--- src/sv/mbpe_pkg.sv ---
// ----------------------------------------------------------------------------
// Mono bitmap pixel expander package
// Display size, register indexes and the types shared between the modules.
// ----------------------------------------------------------------------------
package mbpe_pkg;

   localparam int DISPLAY_WIDTH  = 320;
   localparam int DISPLAY_HEIGHT = 480;

   localparam int QUEUE_DEPTH = 4;
   localparam int QPTR_W      = $clog2(QUEUE_DEPTH);
   localparam int QCNT_W      = $clog2(QUEUE_DEPTH + 1);

   localparam logic [11:0] DISP_W = 12'(DISPLAY_WIDTH);
   localparam logic [11:0] DISP_H = 12'(DISPLAY_HEIGHT);

   localparam logic [7:0] LEFT_BIT  = 8'h80;
   localparam logic [3:0] MAX_PIXELS = 4'd8;

   typedef enum logic [2:0] {
      CSR_START_X     = 3'd0,
      CSR_START_Y     = 3'd1,
      CSR_RECT_WIDTH  = 3'd2,
      CSR_RECT_HEIGHT = 3'd3,
      CSR_FG_COLOR    = 3'd4,
      CSR_BG_COLOR    = 3'd5
   } csr_index_type;

   typedef struct packed {
      logic [9:0]  start_x;
      logic [9:0]  start_y;
      logic [9:0]  rect_width;
      logic [9:0]  rect_height;
      logic [15:0] fg_color;
      logic [15:0] bg_color;
   } cfg_type;

   typedef struct packed {
      logic [7:0] bits;
      logic [3:0] count;
      logic       last_glyph;
   } job_type;

   typedef struct packed {
      logic full;
      logic empty;
   } queue_status_type;

endpackage

--- src/sv/mbpe_ifs.sv ---
// ----------------------------------------------------------------------------
// Mono bitmap pixel expander channels
// Valid/ready channels for bitmap requests, pixel results and register writes.
// ----------------------------------------------------------------------------
interface mbpe_req_if;
   logic       valid;
   logic       ready;
   logic [7:0] bitmap_byte;
   modport source (output valid, output bitmap_byte, input ready);
   modport sink (input valid, input bitmap_byte, output ready);
endinterface

interface mbpe_rsp_if;
   logic        valid;
   logic        ready;
   logic [15:0] pixel_color;
   logic        last_of_byte;
   logic        last_of_glyph;
   modport source (output valid, output pixel_color, output last_of_byte,
                   output last_of_glyph, input ready);
   modport sink (input valid, input pixel_color, input last_of_byte,
                 input last_of_glyph, output ready);
endinterface

interface mbpe_csr_if;
   logic        valid;
   logic        ready;
   logic [2:0]  index;
   logic [15:0] data;
   modport source (output valid, output index, output data, input ready);
   modport sink (input valid, input index, input data, output ready);
endinterface

--- src/sv/mbpe_csr.sv ---
// ----------------------------------------------------------------------------
// Mono bitmap pixel expander registers
// Holds the rectangle and colour settings and flags every write.
// ----------------------------------------------------------------------------
module mbpe_csr
   import mbpe_pkg::*;
(
   input  logic       clock,
   input  logic       reset,
   mbpe_csr_if.sink   csr_chan,
   output cfg_type    cfg,
   output logic       cfg_write
);

   cfg_type cfg_ff;
   cfg_type cfg_in;

   assign csr_chan.ready = 1'b1;
   assign cfg_write      = csr_chan.valid;
   assign cfg            = cfg_ff;

   always_comb begin
      cfg_in = cfg_ff;
      if (csr_chan.valid) begin
         case (csr_chan.index)
            CSR_START_X:     cfg_in.start_x     = csr_chan.data[9:0];
            CSR_START_Y:     cfg_in.start_y     = csr_chan.data[9:0];
            CSR_RECT_WIDTH:  cfg_in.rect_width  = csr_chan.data[9:0];
            CSR_RECT_HEIGHT: cfg_in.rect_height = csr_chan.data[9:0];
            CSR_FG_COLOR:    cfg_in.fg_color    = csr_chan.data;
            CSR_BG_COLOR:    cfg_in.bg_color    = csr_chan.data;
            default:         cfg_in = cfg_ff;
         endcase
      end
   end

   always_ff @(posedge clock) begin
      if (reset) begin
         cfg_ff.start_x     <= 10'd0;
         cfg_ff.start_y     <= 10'd0;
         cfg_ff.rect_width  <= 10'd8;
         cfg_ff.rect_height <= 10'd8;
         cfg_ff.fg_color    <= 16'hFFFF;
         cfg_ff.bg_color    <= 16'h0000;
      end else begin
         cfg_ff <= cfg_in;
      end
   end

endmodule

--- src/sv/mbpe_front.sv ---
// ----------------------------------------------------------------------------
// Mono bitmap pixel expander front end
// Tracks the glyph position, clips each byte and queues the visible pixels.
// ----------------------------------------------------------------------------
module mbpe_front
   import mbpe_pkg::*;
(
   input  logic             clock,
   input  logic             reset,
   mbpe_req_if.sink         req_chan,
   input  cfg_type          cfg,
   input  logic             cfg_write,
   input  queue_status_type q_status,
   output logic             push,
   output job_type          push_job
);

   logic [9:0]  column_pos_ff, column_pos_in;
   logic [9:0]  row_pos_ff, row_pos_in;
   logic        accept;
   logic        dims_ok;
   logic [11:0] col12, next_col, edge_x, avail_w, avail_d, lim;
   logic [10:0] row_p1;
   logic        col_wrap, row_wrap, on_screen, row_vis;
   logic [3:0]  count;

   assign req_chan.ready = !q_status.full;
   assign accept         = req_chan.valid && req_chan.ready;

   always_comb begin
      dims_ok   = (cfg.rect_width != 10'd0) && (cfg.rect_height != 10'd0);
      col12     = {2'b00, column_pos_ff};
      next_col  = col12 + 12'd8;
      row_p1    = {1'b0, row_pos_ff} + 11'd1;
      col_wrap  = next_col >= {2'b00, cfg.rect_width};
      row_wrap  = row_p1 >= {1'b0, cfg.rect_height};
      on_screen = ({2'b00, cfg.start_x} < DISP_W) && ({2'b00, cfg.start_y} < DISP_H);
      row_vis   = (row_pos_ff < cfg.rect_height)
                  && (({2'b00, cfg.start_y} + {2'b00, row_pos_ff}) < DISP_H);
      avail_w   = (column_pos_ff < cfg.rect_width)
                  ? ({2'b00, cfg.rect_width} - col12) : 12'd0;
      edge_x    = {2'b00, cfg.start_x} + col12;
      avail_d   = (edge_x < DISP_W) ? (DISP_W - edge_x) : 12'd0;
      lim       = (avail_w < avail_d) ? avail_w : avail_d;
      count     = (lim < {8'd0, MAX_PIXELS}) ? lim[3:0] : MAX_PIXELS;
      if (!(dims_ok && on_screen && row_vis)) begin
         count = 4'd0;
      end
   end

   assign push                = accept && (count != 4'd0);
   assign push_job.bits       = req_chan.bitmap_byte;
   assign push_job.count      = count;
   assign push_job.last_glyph = col_wrap && row_wrap;

   always_comb begin
      column_pos_in = column_pos_ff;
      row_pos_in    = row_pos_ff;
      if (cfg_write) begin
         column_pos_in = 10'd0;
         row_pos_in    = 10'd0;
      end else if (accept) begin
         if (!dims_ok) begin
            column_pos_in = 10'd0;
            row_pos_in    = 10'd0;
         end else if (col_wrap) begin
            column_pos_in = 10'd0;
            row_pos_in    = row_wrap ? 10'd0 : row_p1[9:0];
         end else begin
            column_pos_in = next_col[9:0];
         end
      end
   end

   always_ff @(posedge clock) begin
      if (reset) begin
         column_pos_ff <= 10'd0;
         row_pos_ff    <= 10'd0;
      end else begin
         column_pos_ff <= column_pos_in;
         row_pos_ff    <= row_pos_in;
      end
   end

endmodule

--- src/sv/mbpe_queue.sv ---
// ----------------------------------------------------------------------------
// Mono bitmap pixel expander job queue
// A short register queue between the front end and the pixel back end.
// ----------------------------------------------------------------------------
module mbpe_queue
   import mbpe_pkg::*;
(
   input  logic             clock,
   input  logic             reset,
   input  logic             push,
   input  job_type          push_job,
   input  logic             pop,
   output job_type          head_job,
   output queue_status_type q_status
);

   job_type            slot_ff [QUEUE_DEPTH];
   logic [QPTR_W-1:0]  wr_ptr_ff, wr_ptr_in;
   logic [QPTR_W-1:0]  rd_ptr_ff, rd_ptr_in;
   logic [QCNT_W-1:0]  fill_ff, fill_in;

   assign head_job       = slot_ff[rd_ptr_ff];
   assign q_status.full  = fill_ff == QCNT_W'(QUEUE_DEPTH);
   assign q_status.empty = fill_ff == '0;

   always_comb begin
      wr_ptr_in = push ? wr_ptr_ff + 1'b1 : wr_ptr_ff;
      rd_ptr_in = pop ? rd_ptr_ff + 1'b1 : rd_ptr_ff;
      fill_in   = fill_ff;
      if (push && !pop) begin
         fill_in = fill_ff + 1'b1;
      end else if (pop && !push) begin
         fill_in = fill_ff - 1'b1;
      end
   end

   always_ff @(posedge clock) begin
      if (reset) begin
         wr_ptr_ff <= '0;
         rd_ptr_ff <= '0;
         fill_ff   <= '0;
      end else begin
         wr_ptr_ff <= wr_ptr_in;
         rd_ptr_ff <= rd_ptr_in;
         fill_ff   <= fill_in;
      end
   end

   always_ff @(posedge clock) begin
      if (push) begin
         slot_ff[wr_ptr_ff] <= push_job;
      end
   end

endmodule

--- src/sv/mbpe_back.sv ---
// ----------------------------------------------------------------------------
// Mono bitmap pixel expander back end
// Shifts out one pixel colour per cycle from the queued jobs unless stalled.
// ----------------------------------------------------------------------------
module mbpe_back
   import mbpe_pkg::*;
(
   input  logic             clock,
   input  logic             reset,
   input  cfg_type          cfg,
   input  job_type          head_job,
   input  queue_status_type q_status,
   output logic             pop,
   mbpe_rsp_if.source       rsp_chan
);

   logic        cur_valid_ff, cur_valid_in;
   logic [7:0]  cur_bits_ff, cur_bits_in;
   logic [3:0]  cur_left_ff, cur_left_in;
   logic        cur_glyph_ff, cur_glyph_in;
   logic        out_valid_ff, out_valid_in;
   logic [15:0] out_color_ff, out_color_in;
   logic        out_lob_ff, out_lob_in;
   logic        out_log_ff, out_log_in;
   logic        advance, finishing;

   assign advance   = !out_valid_ff || rsp_chan.ready;
   assign finishing = cur_valid_ff && advance && (cur_left_ff == 4'd1);
   assign pop       = !q_status.empty && (!cur_valid_ff || finishing);

   always_comb begin
      cur_valid_in = cur_valid_ff;
      cur_bits_in  = cur_bits_ff;
      cur_left_in  = cur_left_ff;
      cur_glyph_in = cur_glyph_ff;
      out_valid_in = out_valid_ff;
      out_color_in = out_color_ff;
      out_lob_in   = out_lob_ff;
      out_log_in   = out_log_ff;
      if (advance) begin
         out_valid_in = cur_valid_ff;
         out_color_in = ((cur_bits_ff & LEFT_BIT) != 8'd0) ? cfg.fg_color : cfg.bg_color;
         out_lob_in   = cur_left_ff == 4'd1;
         out_log_in   = cur_glyph_ff;
         if (cur_valid_ff) begin
            cur_bits_in = {cur_bits_ff[6:0], 1'b0};
            cur_left_in = cur_left_ff - 4'd1;
         end
      end
      if (finishing) begin
         cur_valid_in = 1'b0;
      end
      if (pop) begin
         cur_valid_in = 1'b1;
         cur_bits_in  = head_job.bits;
         cur_left_in  = head_job.count;
         cur_glyph_in = head_job.last_glyph;
      end
   end

   always_ff @(posedge clock) begin
      if (reset) begin
         cur_valid_ff <= 1'b0;
         out_valid_ff <= 1'b0;
      end else begin
         cur_valid_ff <= cur_valid_in;
         out_valid_ff <= out_valid_in;
      end
   end

   always_ff @(posedge clock) begin
      cur_bits_ff  <= cur_bits_in;
      cur_left_ff  <= cur_left_in;
      cur_glyph_ff <= cur_glyph_in;
      out_color_ff <= out_color_in;
      out_lob_ff   <= out_lob_in;
      out_log_ff   <= out_log_in;
   end

   assign rsp_chan.valid         = out_valid_ff;
   assign rsp_chan.pixel_color   = out_color_ff;
   assign rsp_chan.last_of_byte  = out_lob_ff;
   assign rsp_chan.last_of_glyph = out_log_ff;

endmodule

--- src/sv/mono_bitmap_pixel_expander.sv ---
// ----------------------------------------------------------------------------
// Mono bitmap pixel expander
// Expands one-bit glyph bytes into clipped RGB565 pixel colours.
//
//   Channel    Direction  Payload
//   req_chan   in         bitmap_byte
//   rsp_chan   out        pixel_color, last_of_byte, last_of_glyph
//   csr_chan   in         index, data (register write)
//
// A request is taken whenever the four-entry job queue has room. While the output
// is not stalled, the pixel back end delivers one pixel per cycle, one for each
// visible pixel of a byte; a fully clipped byte is taken without being queued
// and produces no pixel.
// Reset is synchronous and restores the register defaults and empties the queue.
// A stalled response holds in the output register while requests keep queueing.
// ----------------------------------------------------------------------------
module mono_bitmap_pixel_expander
   import mbpe_pkg::*;
(
   input  logic        clock,
   input  logic        reset,
   mbpe_req_if.sink    req_chan,
   mbpe_rsp_if.source  rsp_chan,
   mbpe_csr_if.sink    csr_chan
);

   cfg_type          cfg;
   logic             cfg_write;
   logic             push;
   logic             pop;
   job_type          push_job;
   job_type          head_job;
   queue_status_type q_status;

   mbpe_csr u_csr (
      .clock     (clock),
      .reset     (reset),
      .csr_chan  (csr_chan),
      .cfg       (cfg),
      .cfg_write (cfg_write)
   );

   mbpe_front u_front (
      .clock     (clock),
      .reset     (reset),
      .req_chan  (req_chan),
      .cfg       (cfg),
      .cfg_write (cfg_write),
      .q_status  (q_status),
      .push      (push),
      .push_job  (push_job)
   );

   mbpe_queue u_queue (
      .clock    (clock),
      .reset    (reset),
      .push     (push),
      .push_job (push_job),
      .pop      (pop),
      .head_job (head_job),
      .q_status (q_status)
   );

   mbpe_back u_back (
      .clock    (clock),
      .reset    (reset),
      .cfg      (cfg),
      .head_job (head_job),
      .q_status (q_status),
      .pop      (pop),
      .rsp_chan (rsp_chan)
   );

   a_no_overflow: assert property (@(posedge clock) disable iff (reset)
      !(push && q_status.full))
      else $error("Job pushed into a full queue.");

   a_no_underflow: assert property (@(posedge clock) disable iff (reset)
      !(pop && q_status.empty))
      else $error("Job popped from an empty queue.");

   a_job_has_pixels: assert property (@(posedge clock) disable iff (reset)
      push |-> (push_job.count != 4'd0 && push_job.count <= MAX_PIXELS))
      else $error("Queued job carries an impossible pixel count.");

   a_reset_quiet: assert property (@(posedge clock)
      reset |=> !rsp_chan.valid)
      else $error("Response valid straight after reset.");

endmodule
--- src/flat_wrapper.sv ---
// flat-port wrapper written by rule: the top's interface ports become plain ports
module mono_bitmap_pixel_expander_flat import mbpe_pkg::*;
  (clock, reset, req_chan_valid, req_chan_bitmap_byte, req_chan_ready, rsp_chan_valid, rsp_chan_pixel_color, rsp_chan_last_of_byte, rsp_chan_last_of_glyph, rsp_chan_ready, csr_chan_valid, csr_chan_index, csr_chan_data, csr_chan_ready);
  mbpe_req_if req_chan_i ();
  mbpe_rsp_if rsp_chan_i ();
  mbpe_csr_if csr_chan_i ();
  input  logic clock;
  input  logic reset;
  input wire logic [$bits(req_chan_i.valid)-1:0] req_chan_valid;
  input wire logic [$bits(req_chan_i.bitmap_byte)-1:0] req_chan_bitmap_byte;
  output wire logic [$bits(req_chan_i.ready)-1:0] req_chan_ready;
  output wire logic [$bits(rsp_chan_i.valid)-1:0] rsp_chan_valid;
  output wire logic [$bits(rsp_chan_i.pixel_color)-1:0] rsp_chan_pixel_color;
  output wire logic [$bits(rsp_chan_i.last_of_byte)-1:0] rsp_chan_last_of_byte;
  output wire logic [$bits(rsp_chan_i.last_of_glyph)-1:0] rsp_chan_last_of_glyph;
  input wire logic [$bits(rsp_chan_i.ready)-1:0] rsp_chan_ready;
  input wire logic [$bits(csr_chan_i.valid)-1:0] csr_chan_valid;
  input wire logic [$bits(csr_chan_i.index)-1:0] csr_chan_index;
  input wire logic [$bits(csr_chan_i.data)-1:0] csr_chan_data;
  output wire logic [$bits(csr_chan_i.ready)-1:0] csr_chan_ready;
  assign req_chan_i.valid = req_chan_valid;
  assign req_chan_i.bitmap_byte = req_chan_bitmap_byte;
  assign req_chan_ready = req_chan_i.ready;
  assign rsp_chan_valid = rsp_chan_i.valid;
  assign rsp_chan_pixel_color = rsp_chan_i.pixel_color;
  assign rsp_chan_last_of_byte = rsp_chan_i.last_of_byte;
  assign rsp_chan_last_of_glyph = rsp_chan_i.last_of_glyph;
  assign rsp_chan_i.ready = rsp_chan_ready;
  assign csr_chan_i.valid = csr_chan_valid;
  assign csr_chan_i.index = csr_chan_index;
  assign csr_chan_i.data = csr_chan_data;
  assign csr_chan_ready = csr_chan_i.ready;
  mono_bitmap_pixel_expander u_core (.clock(clock), .reset(reset), .req_chan(req_chan_i), .rsp_chan(rsp_chan_i), .csr_chan(csr_chan_i));
endmodule
--- config.mk ---
export PLATFORM = sky130hd
export DESIGN_NAME = mono_bitmap_pixel_expander_flat
export DESIGN_NICKNAME = d
export VERILOG_FILES = /design/src/sv/mbpe_pkg.sv /design/src/sv/mbpe_ifs.sv /design/src/sv/mbpe_csr.sv /design/src/sv/mbpe_front.sv /design/src/sv/mbpe_queue.sv /design/src/sv/mbpe_back.sv /design/src/sv/mono_bitmap_pixel_expander.sv /design/src/flat_wrapper.sv
export SDC_FILE = /design/constraint.sdc
export NUM_CORES = 1
export LEC_CHECK = 0
export BUFFER_PORTS_ARGS = -buffer_cell sky130_fd_sc_hd__buf_2
export CAP_MARGIN = 15
export CORE_MARGIN = 2
export CORE_UTILIZATION = 42
export DETAILED_ROUTE_END_ITERATION = 10
export PLACE_DENSITY = 0.69
export SETUP_SLACK_MARGIN = 0.5
export SKIP_CTS_REPAIR_TIMING = 1
export SYNTH_ARGS = -nofsm -noshare
export SYNTH_HDL_FRONTEND = slang
export SYNTH_SLANG_ARGS = --single-unit
--- constraint.sdc ---
create_clock -name clock -period 14.5 [get_ports clock]
set_clock_uncertainty 0.05 [all_clocks]
set_input_delay 2.9 -clock clock [delete_from_list [all_inputs] [get_ports clock]]
set_output_delay 2.9 -clock clock [all_outputs]
set_load 0.02 [all_outputs]
Word level (Yosys, flattened, before mapping)
Memories as Yosys holds them, arrays and structs flattened. A register that Yosys moved wholly into a read port is not among the register bits.
Cells that the tools add are included.
Cells by class
  add/sub/neg operators: 11
  reductions and logical operators: 39
  equal/unequal tests: 8
  magnitude comparators: 10
  multiplexer cells: 25
Operator list (number)
  $mux 10: 5
  $mux 12: 3
  $mux 8: 3
  $add 10x10->11: 2
  $ge 11x10->1: 2
  $lt 11x9->1 const B: 2
  $lt 10x10->1: 2
  $lt 10x9->1 const B: 2
  $mux 4: 5
  $reduce_bool 10->1: 2
  $mux 16: 1
  $reduce_and 2->1: 8
  $logic_and 1x1->1: 13
  $lt 12x12->1: 1
  $lt 12x4->1 const B: 1
  $sub 9x11->12 const A: 1
  $add 10x1->11 const B: 1
  $add 10x4->11 const B: 1
  $sub 10x10->11: 1
  $eq 3x3->1 const B: 3
  $reduce_bool 2->1: 4
  $eq 3x2->1 const B: 2
  $logic_not 1->1: 6
  $logic_not 3->1: 2
  13 further kinds: 20
Storage, ports and cells
  input bits: 32
  register bits after elaboration: 132
  output and inout port bits: 21
  word-level logic and storage cells: 113
  memories kept: 1
  RAM bits: 52
Memories
  u_core.u_queue.slot_ff: words 4, width 13, rd ports 1, clocked after Yosys merged registers in 1, write ports 1, line mbpe_queue.sv:17  | job_type slot_ff [QUEUE_DEPTH];

Longest topological paths before layout
Gate-level depths: netlist (run 1).
  depth after elaboration: 14
  depth in mapped cells: 25
  depth with buffers taken out: 24

Hierarchy
A second synthesis (run 1) with hierarchy kept.
Second synthesis, totals
  cells, all modules: 943
  area, all modules: 10248.6 um2
Modules (own cells, without submodules)
  mbpe_front: cells an instance 467, area each 3514.6 um2, seq. area each 340.3 um2, times used 1
  mbpe_csr: cells an instance 281, area each 2937.8 um2, seq. area each 1441.4 um2, times used 1
  mbpe_queue: cells an instance 111, area each 2311.0 um2, seq. area each 1741.7 um2, times used 1
  mbpe_back: cells an instance 84, area each 1485.2 um2, seq. area each 970.9 um2, times used 1

Worst setup path after synthesis (run 1)
OpenSTA, ideal clock, no wires.
  kind: in2reg
  start point: in rsp_chan_ready
  end point: reg u_core.u_queue.fill_ff[2]
  arrival: 5.101 ns
  required time: 14.379 ns
  setup slack: 9.278 ns
  library setup time: 0.071 ns
  stages on the path: 11
  path buffers: 1
  path through: nor2b_1 -> inv_1 -> nand2_1 -> a21o_1 -> clkbuf_1 -> ha_1 -> inv_1 -> fa_1 -> xor2_1 -> or3_1 -> a21oi_1
On the way
  longest elaborated chain between the ends: 8
  elaborated cells on any way between the ends: 10
  those cells by class: mux (1); reduce/logical (9)
RTL lines
  start, declared: line flat_wrapper.sv:16  | input wire logic [$bits(rsp_chan_i.ready)-1:0] rsp_chan_ready;
  $logic_or 1x1->1 (*): line mbpe_back.sv:27  | assign advance = !out_valid_ff || rsp_chan.ready;
  net u_core.u_back.advance: line mbpe_back.sv:25  | logic advance, finishing;
  $logic_and 1x1->1 (*) (2 in a row): line mbpe_back.sv:28  | assign finishing = cur_valid_ff && advance && (cur_left_ff == 4'd1);
  $logic_or 1x1->1 (*): line mbpe_back.sv:29  | assign pop = !q_status.empty && (!cur_valid_ff || finishing);
  $logic_and 1x1->1 (*): line mbpe_back.sv:29
  $logic_not 1->1: line mbpe_queue.sv:30  | if (push && !pop) begin
  $logic_and 1x1->1: line mbpe_queue.sv:30
  $mux 3 or $reduce_bool 2->1 (tied branches)
  end signal, assigned: line mbpe_queue.sv:45  | fill_ff <= fill_in;
  end, declared: line mbpe_queue.sv:20  | logic [QCNT_W-1:0] fill_ff, fill_in;
Mark *: on every way through the listed nets, which the timed path passes. The rest lies on a longest branch.
A chain may end at the register's enable or synchronous reset.

Worst setup path in the final report (run 1)
  start point: reg u_core.u_front.column_pos_ff[8]
  end point: reg u_core.u_queue.fill_ff[2]
On the way
  longest elaborated chain between the ends: 13
  elaborated cells on any way between the ends: 19
  those cells by class: add/sub (3); order compare (4); mux (6); reduce/logical (6)
RTL lines
  start, declared: line mbpe_front.sv:18  | logic [9:0] column_pos_ff, column_pos_in;
  start signal, assigned: line mbpe_front.sv:80  | column_pos_ff <= column_pos_in;
  $add 10x10->11: line mbpe_front.sv:42  | edge_x = {2'b00, cfg.start_x} + col12;
  $sub 9x11->12 or $lt 11x9->1 (tied branches): line mbpe_front.sv:43  | avail_d = (edge_x < DISP_W) ? (DISP_W - edge_x) : 12'd0;
  $mux 12: line mbpe_front.sv:43
  $lt 12x12->1: line mbpe_front.sv:44  | lim = (avail_w < avail_d) ? avail_w : avail_d;
  $mux 12 (*): line mbpe_front.sv:44
  $lt 12x4->1: line mbpe_front.sv:45  | count = (lim < {8'd0, MAX_PIXELS}) ? lim[3:0] : MAX_PIXELS;
  $mux 4 (*): line mbpe_front.sv:45
  $mux 4 (*): line mbpe_front.sv:46  | if (!(dims_ok && on_screen && row_vis)) begin
  $reduce_bool 4->1 (*): line mbpe_front.sv:51  | assign push = accept && (count != 4'd0);
  $logic_and 1x1->1 (*): line mbpe_front.sv:51
  net u_core.push: line mono_bitmap_pixel_expander.sv:29  | logic push;
  $logic_not 1->1: line mbpe_queue.sv:32  | end else if (pop && !push) begin
  $logic_and 1x1->1: line mbpe_queue.sv:32
  $reduce_bool 2->1 (no source line)
Marks and branches as above.

==> results of run 1 <==
sequential cells by signal, indices dropped and copies added (netlist names), 3 cells and up, named ones only:
name,count
u_core.u_front.row_pos_ff,10
u_core.u_csr.cfg,72
u_core.u_back.rsp_chan.pixel_color,16
u_core.u_queue.slot_ff,52
u_core.u_queue.fill_ff,3
u_core.u_back.cur_left_ff,4
u_core.u_front.column_pos_ff,7
u_core.u_back.cur_bits_ff,8
worst max-delay path by stage:
stage | end | slack, ps
global route | u_core.u_queue.fill_ff[2]$_SDFFE_PP0P_ | 8420
detailed placement | u_core.u_queue.fill_ff[2]$_SDFFE_PP0P_ | 8540
floorplan | u_core.u_queue.fill_ff[2]$_SDFFE_PP0P_ | 9280
global placement | u_core.u_queue.fill_ff[2]$_SDFFE_PP0P_ | 8670
finish | u_core.u_queue.fill_ff[2]$_SDFFE_PP0P_ | 8810
CTS | u_core.u_queue.fill_ff[2]$_SDFFE_PP0P_ | 8890
worst reg2reg max path, stage by stage, from the launching register on:
cell and delay, ps:
dfxtp_1 440, inv_1 120, ha_1 530, and3_1 240
o21ai_1 70, o21ai_1 260, nand2_1 300, a211oi_1 420
ha_1 310, a21o_1 180, a21oi_1 150, o31ai_1 120
a221oi_2 370, a2111oi_2 130, o221a_2 280, o21a_2 230
nor2_1 130, ha_1 200, inv_1 70, fa_1 380
xor2_1 180, or3_1 310, a21oi_1 150
through the flow:
stage / instances / power [mW] / setup WS, ps / instance area, um2
floorplan: 996 / 0.9441 / 9278 / 9702
global placement: 1295 / 1.039 / 8674 / 10180
detailed placement: 1295 / 1.049 / 8541 / 10180
CTS: 1327 / 1.489 / 8891 / 10750
global route: 1328 / 1.553 / 8419 / 10760
finish: 1328 / 1.478 / 8805 / 10760
Yosys cell counts, drive strengths merged, types with 18 or more instances:
cell | count | share of area (%)
edfxtp | 83 | 26
xnor2 | 20 | 1.8
nor2 | 49 | 1.9
dfxtp | 100 | 21
nand3 | 27 | 1.4
o21ai | 36 | 1.9
ha | 73 | 9.4
nand2 | 184 | 7.1
inv | 45 | 1.7
clkbuf | 29 | 1.1
mux2 | 24 | 2.8
a21oi | 95 | 5.0
nand3b | 18 | 1.4
power by group through the flow:
stage / sequential [mW] / clock, mW / combinational [mW]
after global placement: 0.701 / 0 / 0.338
after floorplan: 0.707 / 0 / 0.237
after global routing: 0.700 / 0.471 / 0.383
final: 0.689 / 0.442 / 0.347
after CTS: 0.691 / 0.449 / 0.350
after detailed placement: 0.703 / 0 / 0.346
metal layers:
metal  up-vias  wire, um
li1       3614         -
met1      3376      9692
met2       151     10530
met3        22      1043
met4         0       254
met5         -         0
area by class of cell:
| cell class | count | area [um2] |
|---|---|---|
| Multi-Input combinational cell | 728 | 4882 |
| Fill cell | 2059 | 11880 |
| Sequential cell | 183 | 4494 |
| Inverter | 45 | 168.9 |
| Antenna cell | 1 | 2.502 |
| Timing Repair Buffer | 54 | 277.8 |
| Tap cell | 285 | 356.6 |
| Clock buffer | 18 | 429.2 |
| Clock inverter | 14 | 145.1 |
cell families after synthesis:
group                    after synthesis  share of synthesized area (%)
AND/OR/NAND/NOR                      375                          18.59
AO/OA/AOI/OAI                        197                          12.50
flip-flops                           183                          46.40
buffers and inverters                 85                          3.410
adder cells (fa/ha/maj)               74                          9.636
multiplexers                          41                          6.226
XOR/XNOR                              35                          3.165
other                                  2                        0.07753
==> impl_metrics.toml, run 1 <==
[finish]
nets = 1135
final_common_cell = "nand2_1"
syn2layout_area_growth_pct = 11.04
fin_util_pct = 47.51
drive_gt1_share_pct = 14.20
mostFrequentLayoutCells = "nand2_1, dfxtp_1, a21oi_1"

[grt]
antenna_found_initial = 1
met3_usage_pct = 3.500
overflow = 0
grt_pass1_wl_mm = 34.62
grtUsageTotal_pct = 17.98
grt_max_degree = 85
grt_use_met1_pct = 23.48
grtUsageMet2_pct = 30.74
grt_pass1_vias = 6789
busiest_layer = "met2"

[logic_synthesis]
yosys_warnings = 0
synth-seq-cells = 183
syn_area_per_cell_um2 = 9.765
netlist_instances = 992
synth_ff_type = "dfxtp_1"
synth_edf_count = 83
async_reset_ff_share_pct = 0
syn-cell-area_mm2 = 0.009687
ys_seq_area_share_pct = 46.40
synthDistinctLibCells = 72

[critical_path]
worstPathArrival_ps = 6000
r2r_start = "u_core.u_front.column_pos_ff[8]$_SDFFE_PP0P_"
path_cells = "inv_1, ha_1, and3_1, o21ai_1, o21ai_1, nand2_1, a211oi_1, ha_1, a21o_1, a21oi_1, o31ai_1, a221oi_2, a2111oi_2, o221a_2, o21a_2, nor2_1, ha_1, inv_1, fa_1, xor2_1, or3_1, a21oi_1"
crit_start = "u_core.u_front.column_pos_ff[8]$_SDFFE_PP0P_"
reg2reg_to = "u_core.u_queue.fill_ff[2]$_SDFFE_PP0P_"
critical_path.top_delay_family = "compound AO/OA/AOI/OAI gates"
cp-start-kind = "register"
rr_worst_depth = 22
cpMostUsedCell = "ha_1"
cp.depth = 22
slowest_delay_ps = 530
slowest_stage = "ha_1"
cp_num_buf_inv = 2
critPathKind = "register to register"
cp_data_required_time_ps = 14810
endpoint_kind = "register"
cp_max_fo = 12
r2r_slack_ps = 8810

[clocking]
cts_buffer_depth = 2
cts_tree = "done"
clock_latency_ps = 440
root_buffer = "clkbuf_16"
path_clk_slew_ps = 80
cts_sinks = 183
cts_made_buffers = 17
htree_levels = 4

[run_status]
status = "finished clean"

[placed_design]
buffer_ports.inserted = 51
gp_congestion = 0.8515
hpwl_mm = 15.29

[sta]
final.min_clock_period_ps = 5695
drv_slew = 0
setup_tns_ps = 0
setup_viol_count_final = 0
min_period_over_period_pct = 39.27
finalHoldViolations = 0
relSlewSlack_pct = 25.03
max_freq_ghz = 0.1756
tightest_slew_ps = 1118
rsz0062_at_grt = "false"
holdWs_ps = 392.6

[route]
drc = 0
first_iter_violations = 624
antenna_left = 0
viasPerCell = 5.394
num_vias = 7163
wl_per_cell_um = 16.20
drt_wl_total_mm = 21.52
dr.pass1.iters = 5

[hold_path]
min_delay_worst_endpoint = "u_core.u_back.rsp_chan.last_of_glyph$_DFFE_PN_"
min_path_cells = 0
hp-class = "register to register"
min_from = "u_core.u_back.cur_glyph_ff$_DFFE_PP_"

[power_and_ir_drop]
seq_power_share_pct = 46.6
p_clk_share_pct = 29.9
internal_power_mw = 1.020
p_leak_nw = 4.215
vdd_drop_max_mv = 0.07973
p_switching_mw = 0.4580
p_sw_share_pct = 30.99
p_per_area_mw_per_mm2 = 137.4
comb_power_share_pct = 23.5

[floorplanning]
die_h_um = 155.9
row_count = 55
ioPinCount = 53
die_w_um = 155.9
core_area_mm2 = 0.02264
die-area_mm2 = 0.02429
start_util_pct = 42.79

[job]
drv_cap = 0
No activity file was read; power rests on OpenSTA's default activity.
==> run 2, diff against run 1 <==
--- a/config.mk
+++ b/config.mk
@@ -5,6 +5,7 @@
 export SDC_FILE = /design/constraint.sdc
 export NUM_CORES = 1
 export LEC_CHECK = 0
+export ABC_AREA = 1
 export BUFFER_PORTS_ARGS = -buffer_cell sky130_fd_sc_hd__buf_2
 export CAP_MARGIN = 15
 export CORE_MARGIN = 2
==> constraint.sdc (replaced) <==
create_clock -name clock -period 5.3 [get_ports clock]
set_clock_uncertainty 0.05 [all_clocks]
set_input_delay 1.06 -clock clock [delete_from_list [all_inputs] [get_ports clock]]
set_output_delay 1.06 -clock clock [all_outputs]
set_load 0.02 [all_outputs]
==> impl_metrics.toml, run 2 <==
[route]
first_iter_violations = 480
drc = 0
wl_per_cell_um = 14.04
drt_wl_total_mm = 21.29
antenna_left = 0
num_vias = 7702
dr.pass1.iters = 4
viasPerCell = 5.080

[logic_synthesis]
synth_edf_count = 83
synth-seq-cells = 183
synth_area_leaders = "edfxtp_1, dfxtp_1, ha_1, nand2_1, o21ai_0"
yosys_warnings = 0
synth_ff_type = "dfxtp_1"
ys_seq_area_share_pct = 46.29
yosysTopAreaCell = "edfxtp_1"
synth_top_area_share_pct = 25.67
netlist_instances = 1168
synthDistinctLibCells = 48
yosysMostFrequentCell = "nand2_1"
syn-cell-area_mm2 = 0.009709
synthTopCellsByCount = "nand2_1, inv_1, nor2_1"
syn_area_per_cell_um2 = 8.313
async_reset_ff_share_pct = 0

[grt]
grt_pass1_wl_mm = 35.27
grt_max_degree = 79
antenna_found_initial = 0
grtUsageTotal_pct = 18.27
overflow = 0
grt_pass1_vias = 7233

[floorplanning]
start_util_pct = 42.88
ioPinCount = 53
core_area_mm2 = 0.02264
die_h_um = 156.0
die-area_mm2 = 0.02435
row_count = 55
die_w_um = 156.0

[finish]
final_common_cell = "nand2_1"
antenna_cells = 0
fin_util_pct = 48.01
mostFrequentLayoutCells = "nand2_1, inv_1, nor2_1"
syn2layout_area_growth_pct = 11.95
largest_reg_flops = 72
drive_gt1_share_pct = 12.75
stdcell_count = 1516
nFillCells = 2118
nets = 1324

[placed_design]
hpwl_mm = 15.28
place_inst = 1482
pre_cts_ws_ps = 863.7
buffer_ports.inserted = 51
gp_congestion = 0.8843

[clocking]
cts_sinks = 183
cts_buffer_depth = 2
path_clk_slew_ps = 70
htree_levels = 4
cts_made_buffers = 17
root_buffer = "clkbuf_16"
clock_latency_ps = 440
cts_tree = "done"

[sta]
tightest_slew_ps = 910.6
rsz0062_at_grt = "false"
setup_ws_ps = 840.1
drv_slew = 0
min_period_over_period_pct = 84.15
max_freq_ghz = 0.2242
relSlewSlack_pct = 39.29
setup_viol_count_final = 0
setup_tns_ps = 0
final.min_clock_period_ps = 4460
finalHoldViolations = 0

[power_and_ir_drop]
totalPowerFinal_mw = 4.317
p_per_area_mw_per_mm2 = 397.2
vdd_drop_max_mv = 0.2282
p_leak_nw = 4.803

[critical_path]
cp-start-kind = "register"
cp_data_required_time_ps = 5570
critPathKind = "register to register"
worstPathArrival_ps = 4730
endpoint_kind = "register"
cp_max_fo = 5

[hold_path]
hp-class = "register to register"

[job]
drv_cap = 0

[run_status]
status = "finished clean"
-- run 2: cell types whose count changed in the layout (fill, tap and decap cells not counted), moves of 10 or more --
cell	before	now
mux2_2	24	0
mux4_2	13	0
nor2_1	49	142
inv_1	43	143
and3_1	15	0
nand3b_1	18	2
xnor2_1	20	6
nor2b_1	10	0
nand2_2	0	19
inv_2	2	12
nand3_1	26	56
o21ai_0	29	117
-- run 2: logic make-up (layout without fill, tap and decap cells) --
family                   count (synthesis)  count (layout)  synth area share, %
AO/OA/AOI/OAI                          253             253                14.01
XOR/XNOR                                23              23                2.152
adder cells (fa/ha/maj)                 74              74                9.613
buffers and inverters                  188             247                7.461
flip-flops                             183             183                46.29
other                                    2               6              0.07735
AND/OR/NAND/NOR                        445             445                20.40
-- run 2: power breakdown --
part / leakage (nW) / internal [mW] / switching [mW]
clock: 0.289 / 0.677 / 0.572
sequential: 1.60 / 1.78 / 0.120
combinational: 2.91 / 0.388 / 0.781
total: 4.80 / 2.84 / 1.47
-- run 2: layout make-up --
class	count	area [um2]	area share, %
clock inverters	13	140.1	1.289
well taps	285	356.6	3.281
clock buffers	19	442.9	4.075
repair buffers	60	335.3	3.085
multi-input cells	801	4514	41.53
flip-flops and latches	183	4498	41.38
inverters	155	581.8	5.353
-- run 2: metrics by stage --
| stage | hold WS (ps) | instance area (um2) |
|---|---|---|
| 3_3_place_gp | 360.2 | 10250 |
| 6_report | 393.9 | 10870 |
| 2_1_floorplan | 350.3 | 9724 |
| 4_1_cts | 390.6 | 10830 |
| 5_1_grt | 406.7 | 10870 |
| 3_5_place_dp | 373.9 | 10250 |
-- run 2: final timing paths --
check / slack (ps) / cells past startpoint / endpoint / from
min: 390 / 0 / u_core.u_back.rsp_chan.last_of_glyph$_DFFE_PN_ / u_core.u_back.cur_glyph_ff$_DFFE_PP_
max reg2reg: 840 / 27 / u_core.u_queue.fill_ff[2]$_SDFFE_PP0P_ / u_core.u_front.column_pos_ff[4]$_SDFFE_PP0P_
min reg2reg: 390 / 0 / u_core.u_back.rsp_chan.last_of_glyph$_DFFE_PN_ / u_core.u_back.cur_glyph_ff$_DFFE_PP_
max: 840 / 27 / u_core.u_queue.fill_ff[2]$_SDFFE_PP0P_ / u_core.u_front.column_pos_ff[4]$_SDFFE_PP0P_
-- run 2: worst max-delay path, cell delays in order, from the launching register on --
cell      delay [ps]
dfxtp_1          340
ha_1             350
xor2_1           340
nor2_1           130
nand2_1           80
nand2_1           60
xor2_1           140
nor2_1           160
inv_1             70
ha_1             280
nand2_1          110
nor2_1            60
a211oi_1         180
o221a_2          290
nand2_2           90
nand2_1           90
nand2_1           70
a21o_1           210
nand2_4          100
nand2_4           60
inv_1             70
ha_1             130
inv_1             60
fa_1             370
a21oi_1          140
o21ai_0          110
o21ai_0          170
a21oi_1           50
-- run 2: per-layer routing --
metal	vias up	GRT usage, %	part of all wire (%)
met5	-	0	0
met4	0	5.810	1.7
met3	32	3.611	5.1
met2	165	30.43	46
met1	3511	23.98	47
li1	3994	-	-
